<file path="src/rtl/core/gtsa_pkg.sv">
`timescale 1ns / 1ps
// ----------------------------------------------------------------------------
// gtsa_pkg: shared types and constants
// Field widths, status codes and the token that walks the slot cell chain.
// ----------------------------------------------------------------------------
package gtsa_pkg;

   localparam int GEN_W    = 32;
   localparam int ID_W     = 32;
   localparam int TAG_W    = 64;
   localparam int EPOCH_W  = 32;
   localparam int MODE_W   = 2;
   localparam int STATUS_W = 3;
   localparam int COUNT_W  = 7;
   localparam int TSLOT_W  = 32;

   localparam logic [GEN_W-1:0] GEN_MAX = '1;

   localparam logic [MODE_W-1:0] MODE_RESERVE  = 2'd0;
   localparam logic [MODE_W-1:0] MODE_COMPLETE = 2'd1;
   localparam logic [MODE_W-1:0] MODE_SHUTDOWN = 2'd2;

   typedef enum logic [STATUS_W-1:0] {
      ST_READY     = 3'd0,
      ST_CLOSED    = 3'd1,
      ST_INVALID   = 3'd2,
      ST_EXHAUSTED = 3'd3,
      ST_BUSY      = 3'd4,
      ST_STALE     = 3'd5
   } status_type;

   typedef enum logic [1:0] {
      OP_RESERVE,
      OP_COMPLETE,
      OP_SHUTDOWN,
      OP_REJECT
   } op_type;

   // One operation in flight; done means a cell (or the head) already decided it.
   typedef struct packed {
      logic             valid;
      logic             done;
      op_type           op;
      status_type       status;
      logic [GEN_W-1:0] gen;
      logic [ID_W-1:0]  ident;
   } token_type;

endpackage

</file>
<file path="src/rtl/core/gtsa_rsp_if.sv">
`timescale 1ns / 1ps
// ----------------------------------------------------------------------------
// gtsa_rsp_if: response channel
// Valid/ready channel carrying one allocator result.
// ----------------------------------------------------------------------------
interface gtsa_rsp_if
   import gtsa_pkg::*;
();
   logic                 valid;
   logic                 ready;
   logic [STATUS_W-1:0]  status;
   logic [TAG_W-1:0]     tag_out;
   logic [ID_W-1:0]      identity_out;
   logic                 drained;
   logic [COUNT_W-1:0]   active_count;

   modport source (
      output valid, status, tag_out, identity_out, drained, active_count,
      input  ready
   );
   modport sink (
      input  valid, status, tag_out, identity_out, drained, active_count,
      output ready
   );
endinterface

</file>
<file path="src/rtl/core/gtsa_tail.sv">
`timescale 1ns / 1ps
// ----------------------------------------------------------------------------
// gtsa_tail: result stage
// Keeps the active count, formats the result and holds the response register.
// ----------------------------------------------------------------------------
module gtsa_tail
   import gtsa_pkg::*;
#(
   parameter  int SLOTS  = 64,
   localparam int SLOT_W = $clog2(SLOTS),
   localparam int CNT_W  = $clog2(SLOTS + 1)
) (
   input  logic              clock,
   input  logic              reset,
   input  token_type         tok_i,
   input  logic [SLOT_W-1:0] slot_i,
   output logic              adv,
   gtsa_rsp_if.source        rsp
);

   logic                valid_ff;
   logic [CNT_W-1:0]    count_ff, count_in;
   status_type          status_ff;
   logic [TAG_W-1:0]    tag_ff, tag_in;
   logic [ID_W-1:0]     ident_ff, ident_in;
   logic                drained_ff, drained_in;
   logic [COUNT_W-1:0]  shown_ff;
   logic                won;

   // whole chain moves unless a finished result is still waiting
   assign adv = !valid_ff || rsp.ready;

   assign rsp.valid        = valid_ff;
   assign rsp.status       = status_ff;
   assign rsp.tag_out      = tag_ff;
   assign rsp.identity_out = ident_ff;
   assign rsp.drained      = drained_ff;
   assign rsp.active_count = shown_ff;

   always_comb begin
      won        = tok_i.valid && tok_i.status == ST_READY;
      count_in   = count_ff;
      tag_in     = '0;
      ident_in   = '0;
      drained_in = 1'b0;
      if (won && tok_i.op == OP_RESERVE) begin
         count_in = count_ff + CNT_W'(1);
         tag_in   = {tok_i.gen, TSLOT_W'(slot_i)};
      end
      if (won && tok_i.op == OP_COMPLETE) begin
         if (count_ff != '0) begin
            count_in = count_ff - CNT_W'(1);
         end
         ident_in = tok_i.ident;
      end
      if (tok_i.op == OP_SHUTDOWN) begin
         drained_in = (count_ff == '0);
      end
   end

   always_ff @(posedge clock) begin
      if (reset) begin
         valid_ff <= 1'b0;
         count_ff <= '0;
      end else if (adv) begin
         valid_ff <= tok_i.valid;
         if (tok_i.valid) begin
            count_ff <= count_in;
         end
      end
   end

   always_ff @(posedge clock) begin
      if (adv && tok_i.valid) begin
         status_ff  <= tok_i.status;
         tag_ff     <= tag_in;
         ident_ff   <= ident_in;
         drained_ff <= drained_in;
         shown_ff   <= COUNT_W'(count_in);
      end
   end

endmodule

</file>
<file path="src/flat_wrapper.sv">
// flat-port wrapper written by rule: the top's interface ports become plain ports
module gtsa_tail_flat import gtsa_pkg::*;
#(
   parameter  int SLOTS  = 64,
   localparam int SLOT_W = $clog2(SLOTS),
   localparam int CNT_W  = $clog2(SLOTS + 1)
)
  (clock, reset, tok_i, slot_i, adv, rsp_valid, rsp_status, rsp_tag_out, rsp_identity_out, rsp_drained, rsp_active_count, rsp_ready);
  gtsa_rsp_if rsp_i ();
  input  logic clock;
  input  logic reset;
  input  token_type tok_i;
  input  logic [SLOT_W-1:0] slot_i;
  output logic adv;
  output wire logic [$bits(rsp_i.valid)-1:0] rsp_valid;
  output wire logic [$bits(rsp_i.status)-1:0] rsp_status;
  output wire logic [$bits(rsp_i.tag_out)-1:0] rsp_tag_out;
  output wire logic [$bits(rsp_i.identity_out)-1:0] rsp_identity_out;
  output wire logic [$bits(rsp_i.drained)-1:0] rsp_drained;
  output wire logic [$bits(rsp_i.active_count)-1:0] rsp_active_count;
  input wire logic [$bits(rsp_i.ready)-1:0] rsp_ready;
  assign rsp_valid = rsp_i.valid;
  assign rsp_status = rsp_i.status;
  assign rsp_tag_out = rsp_i.tag_out;
  assign rsp_identity_out = rsp_i.identity_out;
  assign rsp_drained = rsp_i.drained;
  assign rsp_active_count = rsp_i.active_count;
  assign rsp_i.ready = rsp_ready;
  gtsa_tail #(.SLOTS(SLOTS)) u_core (.clock(clock), .reset(reset), .tok_i(tok_i), .slot_i(slot_i), .adv(adv), .rsp(rsp_i));
endmodule
</file>
<file path="config.mk">
export PLATFORM = sky130hd
export DESIGN_NAME = gtsa_tail_flat
export DESIGN_NICKNAME = d
export VERILOG_FILES = /design/src/rtl/core/gtsa_pkg.sv /design/src/rtl/core/gtsa_rsp_if.sv /design/src/rtl/core/gtsa_tail.sv /design/src/flat_wrapper.sv
export SDC_FILE = /design/constraint.sdc
export NUM_CORES = 1
export LEC_CHECK = 0
export ABC_AREA = 1
export BUFFER_PORTS_ARGS = -buffer_cell sky130_fd_sc_hd__buf_2
export CAP_MARGIN = 20
export CORE_UTILIZATION = 50
export CTS_CLUSTER_SIZE = 10
export DETAILED_ROUTE_END_ITERATION = 12
export GPL_TIMING_DRIVEN = 0
export PLACE_DENSITY_LB_ADDON = 0.2
export SLEW_MARGIN = 20
export SYNTH_ARGS = -nofsm -noshare
export SYNTH_HDL_FRONTEND = slang
export SYNTH_SLANG_ARGS = --single-unit
</file>
<file path="constraint.sdc">
create_clock -name clock -period 3.5 [get_ports clock]
set_input_delay 0.7 -clock clock [delete_from_list [all_inputs] [get_ports clock]]
set_output_delay 0.7 -clock clock [all_outputs]
set_load 0.02 [all_outputs]
</file>
### Yosys cells after proc, flatten, opt, wreduce, memory -nomap -nowiden

Index checks and enable logic that the tools add are counted.

| word-level totals | value |
|---|---|
| input port bits | 80 |
| RAM bits | 0 |
| output and inout bits | 109 |
| latch bits | 0 |
| memories kept | 0 |
| word-level logic and storage cells | 26 |
| register bits | 115 |
| memory bits (read-only) | 0 |

| operators by class | value |
|---|---|
| bitwise gates (word level) | 0 |
| order comparisons | 0 |
| divide/modulo/power cells | 0 |
| shift-type cells | 0 |
| reductions and logical operators | 11 |
| equal/unequal tests | 2 |
| muxes and demuxes | 3 |
| add/sub/neg operators | 2 |
| $mul | 0 |

Operators by type and width:

| cell | count |
|---|---|
| two-way mux 7 bit | 3 |
| adder 7 x 1 -> 7 bit, second input constant | 1 |
| zero test 7 bit | 1 |
| nonzero test 7 bit | 1 |
| subtractor 7 x 1 -> 7 bit, second input constant | 1 |
| logical AND 1 bit | 4 |
| zero test 3 bit | 1 |
| equality test 2 x 1 -> 1 bit, second input constant | 1 |
| equality test 2 bit, second input constant | 1 |
| zero test 2 bit | 1 |
| AND reduction 2 bit | 1 |
| zero test 1 bit | 1 |
| logical OR 1 bit | 1 |

### Longest topological paths before layout

Gate-level depths: netlist (run 1).

| depth | value |
|---|---|
| depth in word-level cells | 6 |
| gate-level depth with buffers | 11 |

### Worst setup path after synthesis (run 1)

No wires, ideal clock.

| path | value |
|---|---|
| path kind | input-to-reg |
| start | input port rsp_ready |
| end | register u_core.shown_ff[0], in the netlist u_core.rsp.active_count[0] (enable) |
| stages on the path | 5 |
| setup slack | 0.904 ns |
| required time | 3.095 ns |
| path buffers | 1 |
| arrival | 2.191 ns |
| cells stage by stage | inv_1 > nand2_1 > nand2_1 > inv_1 > buf_2 |

| between the ends | value |
|---|---|
| longest elaborated chain between the ends | 2 |

RTL lines:

| element | RTL line | RTL |
|---|---|---|
| start, declared | flat_wrapper.sv:21 | `input wire logic [$bits(rsp_i.ready)-1:0] rsp_ready;` |
| logical OR 1 bit | gtsa_tail.sv:31 | `assign adv = !valid_ff \|\| rsp.ready;` |
| net adv | flat_wrapper.sv:14 | `output logic adv;` |
| logical AND 1 bit | gtsa_tail.sv:74 | `if (adv && tok_i.valid) begin` |
| end signal, assigned | gtsa_tail.sv:79 | `shown_ff <= COUNT_W'(count_in);` |
| end, declared | gtsa_tail.sv:27 | `logic [COUNT_W-1:0] shown_ff;` |

The timed path passes the listed nets, and every way through them passes these cells.
A chain may end at the register's enable or synchronous reset.

### Final worst setup path (run 1)

| path | value |
|---|---|
| start | input port rsp_ready |
| end | register u_core.shown_ff[1], in the netlist u_core.rsp.active_count[1] (enable) |

| between the ends | value |
|---|---|
| longest elaborated chain between the ends | 2 |

RTL lines:

| element | RTL line |
|---|---|
| logical OR 1 bit | gtsa_tail.sv:31 |
| logical AND 1 bit | gtsa_tail.sv:74 |

No other way between the ends.

==> flow_summary.toml, run 1 <==
[status]
status = "completed"

[setup_path]
crit_fanout = 51
cp_data_arrival_time_ns = 1.91
start_kind = "input port"
crit_family = "buffers and inverters"
rr_endpoint = "u_core.rsp.active_count[1]"
r2r_cells = 5
path_cells = "buf_2 -> inv_1 -> nand2_1 -> nand2_1 -> inv_1 -> buf_4 -> buf_16"
cp.buffers_inverters = 5
r2r_start = "u_core.rsp.valid"
cp_slowest_cell = "buf_4"
required_ns = 3.53
criticalPathCategory = "in2reg"
crit_path_end_kind = "register"
slowest_delay_ns = 0.44
reg2reg_slack_ns = 1.75

[floorplanning]
die-area_sq_um = 8398
initial_core_util_pct = 51.72
die_w_um = 91.64
die_h_um = 91.64
ios = 189
core_sq_um = 7767
rows = 32

[clock_tree]
clkLatencyLatePin_ns = 0.35
post-cts-setup-buffer-count = 0
post_cts_resized = 0
cts_max_level = 3
numClockSinks = 89
clockBufferDepth = 2
clock-root-buffer = "clkbuf_8"
ctsHoldBuffers = 0
cts_tree = "done"
cts_buffers = 9
path_clk_slew_ns = 0.07

[route]
detail-route-antenna-nets = 0
firstDrtPassIters = 4
vias = 3081
drc_errors = 0
drt_iter0_markers = 119
avgViaCountPerCell = 4.401
wl_um = 7897
wl_per_cell_um = 11.28

[min_path]
min_path_cells = 2
holdPathEnd = "u_core.rsp.valid"
hold_path.class = "reg2reg"
min_from = "u_core.rsp.valid"

[synth]
yosysWarnings = 0
syn_area_sq_um = 4018
synth.top_cell.area_share_pct = 60.54
yosysSeqAreaShare_pct = 64.53
yosys.area.top_type = "edfxtp_1"
synth_area_leaders = "edfxtp_1 61%, inv_1 8.6%, nor2_1 7.2%"
synth-edff-count = 81
synthFlopType = "edfxtp_1"
ys_ff_latch = 89
avgSynthCellArea_sq_um = 10.15
yosysMostFrequentCell = "inv_1"
async_flop_share_pct = 0
ys_types = 27
ys_top_cells_by_count = "92 x inv_1, 81 x edfxtp_1, 77 x nor2_1"
netlist_instances = 396

[timing]
hold_violations = 0
period_share_pct = 53.66
rsz0062_at_grt = "no"
fmax_mhz = 532.4
relSlewSlack_pct = 65.94
final-setup-viol-count = 0
fin_skew_ns = 0.01209
tns_ns = 0
fin_ws_ns = 1.622
report.final.slew_viol_count = 0
tightest_slew_ns = 0.5110
finalCriticalPeriod_ns = 1.878

[power]
clkPwrFrac_pct = 29.8
leakage_uw = 0.002819
peakVddDrop_mv = 0.2140
comb_power_share_pct = 15.3
p_switching_uw = 589.5
p_int_uw = 1665
switching_share_pct = 26.15
p_seq_share_pct = 54.9
power_density_nw_per_um2 = 428.7

[layout]
area_growth_pct = 30.89
drive_gt1_share_pct = 36.45
num_antenna_cells = 0
nets = 677
nFillCells = 656

[grt]
overflow = 0
antenna_found_initial = 0
grt_pass1_wl_um = 12350
grt.total_usage_pct = 19.08
grt_max_degree = 52
first_global_vias = 2868

[placed_design]
place.port_buffers = 161
dpl.hpwl_um = 5821
place_worst_setup_slack_ns = 1.237
gp_congestion = 0.9246

[flow_run]
drv_cap = 0
[per-stage QoR]
step	cell area [sq um]	instances	hold WS (ns)	utilization [%]	power, uW
4_1_cts	5259	700	0.5172	67.70	2278
3_3_place_gp	5045	684	0.4923	64.95	1595
5_1_grt	5259	700	0.5415	67.70	2348
2_1_floorplan	4111	421	0.5496	-	1483
3_5_place_dp	5075	685	0.5038	65.34	1608
6_report	5259	700	0.5099	67.70	2254
[registers in the layout, summed over array words and instances, names as in the netlist]
name	cells
u_core.count_ff	7
u_core.rsp.active_count	7
u_core.rsp.drained	1
u_core.rsp.identity_out	32
u_core.rsp.status	3
u_core.rsp.tag_out	38
u_core.rsp.valid	1
[worst max path at each step]
stage | startpoint | endpoint | slack, ns | cells past startpoint
6_report | rsp_ready | u_core.rsp.active_count[1] | 1.62 | 7
5_1_grt | rsp_ready | u_core.count_ff[1] | 1.42 | 10
4_1_cts | rsp_ready | u_core.rsp.active_count[1] | 1.61 | 7
3_5_place_dp | rsp_ready | u_core.count_ff[1] | 1.24 | 10
3_3_place_gp | rsp_ready | u_core.count_ff[5] | 0.47 | 8
2_1_floorplan | rsp_ready | u_core.rsp.active_count[0] | 0.90 | 5
[worst min-delay path, cell delays in order (launching register included)]
cell and delay, ns:
dfxtp_1 0.32, nand2_1 0.09, a21oi_1 0.06
[cell type report]
type	count	area (sq um)	share of cell area, %
flip-flops and latches	89	2592	49.30
multi-input cells	201	903.4	17.18
repair buffers	162	833.3	15.85
inverters	95	356.6	6.781
plain buffers	36	261.5	4.973
well taps	102	127.6	2.427
clock buffers	9	123.9	2.355
clock inverters	6	60.06	1.142
[power by group through the flow]
stage / combinational (uW) / sequential, uW / clock [uW]
4_1_cts: 346 / 1240 / 694
6_report: 345 / 1240 / 672
2_1_floorplan: 150 / 1330 / 0
3_5_place_dp: 346 / 1260 / 0
3_3_place_gp: 332 / 1260 / 0
5_1_grt: 376 / 1240 / 729
[layout by cell type, fill, tap and decap left out, types with 3 or more instances in the layout]
cell,instances
buf_6,3
buf_2,163
conb_1,26
nand2_1,44
clkbuf_8,9
buf_4,27
inv_2,3
nor2_1,77
a21oi_1,8
o21ai_0,4
ha_1,3
dfxtp_1,8
clkbuf_1,4
nand3_1,18
xor2_1,3
inv_1,92
nand4_1,5
edfxtp_1,81
[logic make-up (layout without fill, tap and decap cells)]
| kind of cell | Yosys count | in the layout | synth area share [%] |
|---|---|---|---|
| other | 1 | 26 | 0.09334 |
| buffers and inverters | 131 | 308 | 15.32 |
| AO/OA/AOI/OAI | 14 | 14 | 1.744 |
| XOR/XNOR | 3 | 3 | 0.6541 |
| adder cells (fa/ha/maj) | 3 | 3 | 0.9344 |
| AND/OR/NAND/NOR | 155 | 155 | 16.72 |
| flip-flops | 89 | 89 | 64.53 |
[layer usage]
layer / GRT usage [%] / wire [um] / part of all wire [%] / vias to the layer above
li1: - / - / - / 1565
met1: 21.56 / 3146 / 40 / 1368
met2: 33.71 / 3979 / 50 / 131
met3: 3.648 / 573 / 7.3 / 17
met4: 10.85 / 197 / 2.5 / 0
met5: 0 / 0 / 0 / -
No activity file was read; power rests on OpenSTA's default activity.
==> run 2: changes to the inputs <==
--- a/config.mk
+++ b/config.mk
@@ -8,7 +8,7 @@
 export ABC_AREA = 1
 export BUFFER_PORTS_ARGS = -buffer_cell sky130_fd_sc_hd__buf_2
 export CAP_MARGIN = 20
-export CORE_UTILIZATION = 50
+export CORE_UTILIZATION = 47
 export CTS_CLUSTER_SIZE = 10
 export DETAILED_ROUTE_END_ITERATION = 12
 export GPL_TIMING_DRIVEN = 0
==> constraint.sdc (replaced) <==
create_clock -name clock -period 1.74 [get_ports clock]
set_input_delay 0.348 -clock clock [delete_from_list [all_inputs] [get_ports clock]]
set_output_delay 0.348 -clock clock [all_outputs]
set_load 0.02 [all_outputs]
==> run 2 against run 1 <==
Clock power up 140%. Cell count increased by 0.43%. Global-route usage down 1.1 points. Via count down 0.58%. Worst setup slack lost 1.5 ns. Utilization is 3.6 points lower. Critical endpoint is now u_core.rsp.active_count[2]. Largest cell class unchanged. Highest routed layer unchanged.
==> flow_summary.toml, run 2 (synthesis gave the netlist of run 1 again) <==
[setup_path]
r2r_cells = 7
start_kind = "register"
cp.buffers_inverters = 2
crit_fanout = 7
rr_endpoint = "u_core.rsp.active_count[2]"
crit_top_cell = "inv_1"
crit_family = "simple AND/OR/NAND/NOR gates"
required_ns = 1.85
criticalPathCategory = "reg2reg"
slowest_delay_ns = 0.37
cp_data_arrival_time_ns = 1.70
cp_slowest_cell = "dfxtp_1"
crit_path_end_kind = "register"
reg2reg_slack_ns = 0.15
path_cells = "inv_1 -> ha_1 -> nand4_4 -> nand2_4 -> nand3_1 -> nand2_1 -> inv_1"
r2r_start = "u_core.count_ff[0]"

[floorplanning]
initial_core_util_pct = 48.65
die_h_um = 94.46
rows = 33
die_w_um = 94.46
die-area_sq_um = 8922
ios = 189
core_sq_um = 8258

[route]
firstDrtPassIters = 4
route.met3.wl_um = 654
vias = 3063
drt_iter0_markers = 85
avgViaCountPerCell = 4.357
wl_per_cell_um = 11.79
wl_met1_um = 3434
wl_um = 8290
detail-route-antenna-nets = 0
highest_layer = "met4"
drc_errors = 0
met2_length_um = 4076

[timing]
fin_skew_ns = 0.02013
fin_ws_ns = 0.1542
whs_ns = 0.2039
fmax_mhz = 630.6
final-setup-viol-count = 0
hold_violations = 0
finalCriticalPeriod_ns = 1.586
report.final.slew_viol_count = 0
rsz0062_at_grt = "no"
period_share_pct = 91.14

[clock_tree]
clkLatencyLatePin_ns = 0.36
numClockSinks = 89
clockBufferDepth = 2
cts_tree = "done"
clock-root-buffer = "clkbuf_8"
cts_max_level = 3
path_clk_slew_ns = 0.09
cts_buffers = 9
ctsHoldBuffers = 0

[layout]
fin_util_pct = 64.06
fin_cells = 703
nets = 676
final_cell_mix = "163 x buf_2, 92 x inv_1, 81 x edfxtp_1"
drive_gt1_share_pct = 36.62
num_antenna_cells = 0
area_growth_pct = 31.67
layout_commonest_cell = "buf_2"
largest_register_ffs = 38

[power]
p_seq_share_pct = 52.3
power_density_nw_per_um2 = 899.8
comb_power_share_pct = 14.6
switching_share_pct = 26.11
power_uw = 4760
p_int_uw = 3517
clkPwrFrac_pct = 33.1
leakage_uw = 0.002824
p_switching_uw = 1243
peakVddDrop_mv = 0.5207

[placed_design]
place.port_buffers = 161
dpl.hpwl_um = 5902
post-place-cells = 687
gp_congestion = 0.9090
place_worst_setup_slack_ns = -0.1835

[status]
status = "completed"

[min_path]
min_from = "tok_i[64]"
hold_path.class = "in2reg"
holdPathEnd = "u_core.rsp.status[0]"
min_path_cells = 1

[grt]
first_global_vias = 2665
grt.total_usage_pct = 17.93
grt_pass1_wl_um = 12210
overflow = 0
grt_max_degree = 91
antenna_found_initial = 0

[flow_run]
drv_cap = 0
## run 2: cell types whose count changed in the layout (fill, tap and decap cells not counted)
cell / previous run / this run
clkinv_1: 2 / 0
clkinv_4: 2 / 0
inv_6: 0 / 2
buf_12: 0 / 1
buf_16: 1 / 0
buf_4: 27 / 26
bufinv_16: 1 / 2
clkbuf_1: 4 / 5
clkinvlp_4: 0 / 1
nand4_2: 1 / 0
nand4_4: 0 / 1
## run 2: area by class of cell
cell class | instances | area (sq um)
Tap cell | 105 | 131.4
Multi-Input combinational cell | 201 | 912.1
Inverter | 95 | 356.6
Clock inverter | 6 | 90.09
Sequential cell | 89 | 2592
Buffer | 36 | 274.0
Fill cell | 747 | 2968
Timing Repair Buffer | 161 | 805.8
Clock buffer | 10 | 127.6
## run 2: worst max-delay path by stage
stage | from | cells past startpoint | slack (ns) | end
3_3_place_gp | rsp_ready | 6 | -0.11 | u_core.rsp.tag_out[58]
4_1_cts | u_core.rsp.valid | 4 | 0.05 | u_core.rsp.identity_out[5]
2_1_floorplan | u_core.rsp.valid | 4 | 0.06 | u_core.rsp.active_count[0]
3_5_place_dp | rsp_ready | 8 | -0.18 | u_core.count_ff[5]
5_1_grt | u_core.count_ff[0] | 8 | 0.01 | u_core.count_ff[1]
6_report | u_core.count_ff[0] | 7 | 0.15 | u_core.rsp.active_count[2]
## run 2: per-layer routing
layer	vias up	track usage (%)
li1	1563	-
met1	1370	21.44
met3	10	5.072
met5	-	0
met4	0	6.566
met2	120	30.80
## run 2: what timing repair did
action / in CTS / in global routing
endpoints found under the setup margin: 87 / 75
buffers inserted: 0 / 0
gates resized for setup: 1 / 2
## run 2: worst reg2reg max path: stages (launching register included)
cell,delay (ns)
dfxtp_1,0.37
inv_1,0.21
ha_1,0.23
nand4_4,0.19
nand2_4,0.14
nand3_1,0.08
nand2_1,0.09
inv_1,0.04
## run 2: metrics by stage
stage                     setup TNS [ns]  area, sq um
after CTS                              0         5276
after floorplan                        0         4118
after detailed placement          -14.23         5055
after global placement            -9.499         5055
after global routing                   0         5290
final                                  0         5290
## run 2: power groups by stage
stage	Sequential, uW	Clock (uW)	Combinational (uW)
floorplan	2680	0	304
global placement	2540	0	673
detailed placement	2540	0	683
CTS	2490	1590	687
global route	2500	1670	759
finish	2490	1580	693
==> run 3: changes to the inputs <==
--- a/config.mk
+++ b/config.mk
@@ -5,15 +5,15 @@
 export SDC_FILE = /design/constraint.sdc
 export NUM_CORES = 1
 export LEC_CHECK = 0
-export ABC_AREA = 1
 export BUFFER_PORTS_ARGS = -buffer_cell sky130_fd_sc_hd__buf_2
 export CAP_MARGIN = 20
-export CORE_UTILIZATION = 47
+export CORE_MARGIN = 8
+export CORE_UTILIZATION = 46
 export CTS_CLUSTER_SIZE = 10
 export DETAILED_ROUTE_END_ITERATION = 12
 export GPL_TIMING_DRIVEN = 0
 export PLACE_DENSITY_LB_ADDON = 0.2
-export SLEW_MARGIN = 20
+export SLEW_MARGIN = 0
 export SYNTH_ARGS = -nofsm -noshare
 export SYNTH_HDL_FRONTEND = slang
 export SYNTH_SLANG_ARGS = --single-unit
==> run 3 against run 2 <==
The flow now finishes with violations (setup timing). Clock-buffer cell count decreased by 1. Flip-flop and latch count unchanged. Utilization increased by 0.48 points. Combinational power decreased by 23%. Critical endpoint is now u_core.rsp.active_count[5]. Critical path depth decreased by 2. Sequential share of layout area increased by 0.32 points. Cell count decreased by 15%. Highest routed layer unchanged. Worst hold slack improved by 0.017 ns. First-iteration DRC count increased by 92%. Synthesized area decreased by 4.0%.
==> flow_summary.toml, run 3 <==
[layout]
largest_register_ffs = 38
nets = 568
drive_gt1_share_pct = 47.76
final_cell_mix = "161 x buf_2, 81 x edfxtp_1, 71 x and2_1"
layout_commonest_cell = "buf_2"
area_growth_pct = 36.78
num_antenna_cells = 0
fin_cells = 595
final_area_sq_um = 5276

[status]
status = "complete, but fails checks"
violations = "setup timing"

[route]
route.met3.wl_um = 846
drc_errors = 0
wl_met1_um = 3722
firstDrtPassIters = 4
wl_um = 9481
drt_iter0_markers = 163
met2_length_um = 4792
vias = 2786
wl_per_cell_um = 15.93
avgViaCountPerCell = 4.682
highest_layer = "met4"
detail-route-antenna-nets = 0

[power]
power_density_nw_per_um2 = 888.7
peakVddDrop_mv = 0.4953
leakage_uw = 0.002350

[synth]
synthFlopType = "edfxtp_1"
yosysSeqAreaShare_pct = 67.21
synth.top_cell.area_share_pct = 63.06
yosysMostFrequentCell = "edfxtp_1"
avgSynthCellArea_sq_um = 13.73
syn_area_sq_um = 3857
yosys.area.top_type = "edfxtp_1"
ys_ff_latch = 89
ys_types = 42
synth_area_leaders = "edfxtp_1 63%, and2_1 12%, buf_4 5.1%"
async_flop_share_pct = 0
ys_top_cells_by_count = "81 x edfxtp_1, 71 x and2_1, 26 x buf_4"
netlist_instances = 281
yosysWarnings = 0
synth-edff-count = 81

[floorplanning]
rows = 33
die_h_um = 107.6
die-area_sq_um = 11570
initial_core_util_pct = 47.18
core_sq_um = 8175
die_w_um = 107.6
ios = 189

[min_path]
hold_path.class = "in2reg"

[grt]
antenna_found_initial = 0
grt_pass1_wl_um = 14190
grt.total_usage_pct = 15.74
first_global_vias = 2804
overflow = 0
grt_max_degree = 43

[timing]
report.final.slew_viol_count = 0
finalCriticalPeriod_ns = 1.861
hold_violations = 0
fmax_mhz = 537.2
tightest_slew_ns = 0.5444
tns_ns = -0.2046
fin_skew_ns = 0.007556
fin_ws_ns = -0.1215
period_share_pct = 107.0
relSlewSlack_pct = 63.71
final-setup-viol-count = 2
rsz0062_at_grt = "yes"

[clock_tree]
cts_buffers = 9
clkLatencyLatePin_ns = 0.35
numClockSinks = 89
clock-root-buffer = "clkbuf_8"
clockBufferDepth = 2
path_clk_slew_ns = 0.09
cts_tree = "done"
cts_max_level = 3

[setup_path]
slowest_delay_ns = 0.54
crit_family = "simple AND/OR/NAND/NOR gates"
criticalPathCategory = "reg2reg"
required_ns = 1.84
cp_data_arrival_time_ns = 1.96
crit_fanout = 2
crit_top_cell = "or4b_4"
crit_path_end_kind = "register"
cp.buffers_inverters = 0
start_kind = "register"
cp_slowest_cell = "or4b_4"
path_cells = "or4b_4 -> or4b_4 -> xnor2_2 -> nand2_1 -> o21ai_1"

[placed_design]
gp_congestion = 0.8249
placed_area_sq_um = 4930
post-place-cells = 572
dpl.hpwl_um = 7075
place.port_buffers = 160

[flow_run]
drv_cap = 0
-- run 3: changes by cell type in the layout (fill, tap and decap cells not counted), sizes merged, moves of 4 or more --
cell   before  now
nand4       6    2
nand3      18    3
inv        97    8
nor2       81    5
nand2      46    5
or3         0    4
and2        0   71
xnor2       0    7
-- run 3: path summary, 6_finish.rpt --
kind                                         start                         end  slack [ns]  cells past startpoint
worst max register to register  u_core.count_ff[3]  u_core.rsp.active_count[5]       -0.12                      5
worst min register to register  u_core.count_ff[0]          u_core.count_ff[0]        0.54                      2
worst min-delay path                     tok_i[64]        u_core.rsp.status[0]        0.22                      1
worst max-delay path            u_core.count_ff[3]  u_core.rsp.active_count[5]       -0.12                      5
-- run 3: cell type report --
| cell class | count | area (sq um) |
|---|---|---|
| timing repair buffer | 167 | 872.1 |
| clock buffer | 9 | 123.9 |
| sequential | 89 | 2603 |
| fill | 647 | 2899 |
| clock inverter | 7 | 116.4 |
| tap | 105 | 131.4 |
| multi-input combinational | 173 | 1142 |
| timing repair inverter | 2 | 12.51 |
| inverter | 7 | 30.03 |
| buffer | 36 | 245.2 |
-- run 3: layer usage --
| metal | track usage, % | up-vias |
|---|---|---|
| met5 | 0 | - |
| met4 | 4.658 | 0 |
| met3 | 5.629 | 9 |
| met2 | 26.93 | 123 |
| met1 | 18.03 | 1303 |
| li1 | - | 1351 |
-- run 3: repair_timing --
item                       CTS  global route
setup buffers                3             3
hold buffers                 0             0
setup endpoints to repair   90            44
pin swaps                    3             3
gates resized for setup      8            12
gates cloned                 1             1
-- run 3: stage by stage --
step                      power (uW)  utilization, %  setup WS [ns]  hold WS [ns]
after detailed placement        3029           60.30        -0.6703        0.5089
after CTS                       4728           63.91        -0.1613        0.2037
final                           4689           64.54        -0.1215        0.2212
after global placement          3018           60.06         -1.104        0.4980
after global routing            4857           64.54        -0.1542        0.2024
after floorplan                 2810               -        -0.5298        0.4469
-- run 3: cells by family after synthesis --
kind of cell / count (synthesis) / synth area share, %
AOI/OAI and AO/OA: 29 / 4.930
xor gates and xnor gates: 7 / 1.589
adders and majority gates: 3 / 0.9732
buffers and inverters: 44 / 7.071
DFF: 89 / 67.21
other: 1 / 0.09721
and+or+nand+nor: 108 / 18.13
-- run 3: worst register-to-register path, delay by kind of cell (launching register included) --
kind / cells / cell delay (ns)
AO/OA/AOI/OAI: 1 / 0.06
XOR/XNOR: 1 / 0.15
flip-flops: 1 / 0.35
AND/OR/NAND/NOR: 3 / 1.06
-- run 3: power by group --
group	internal (uW)	switching (uW)	total, uW
combinational	193	341	534
clock	958	748	1710
sequential	2430	24.8	2450
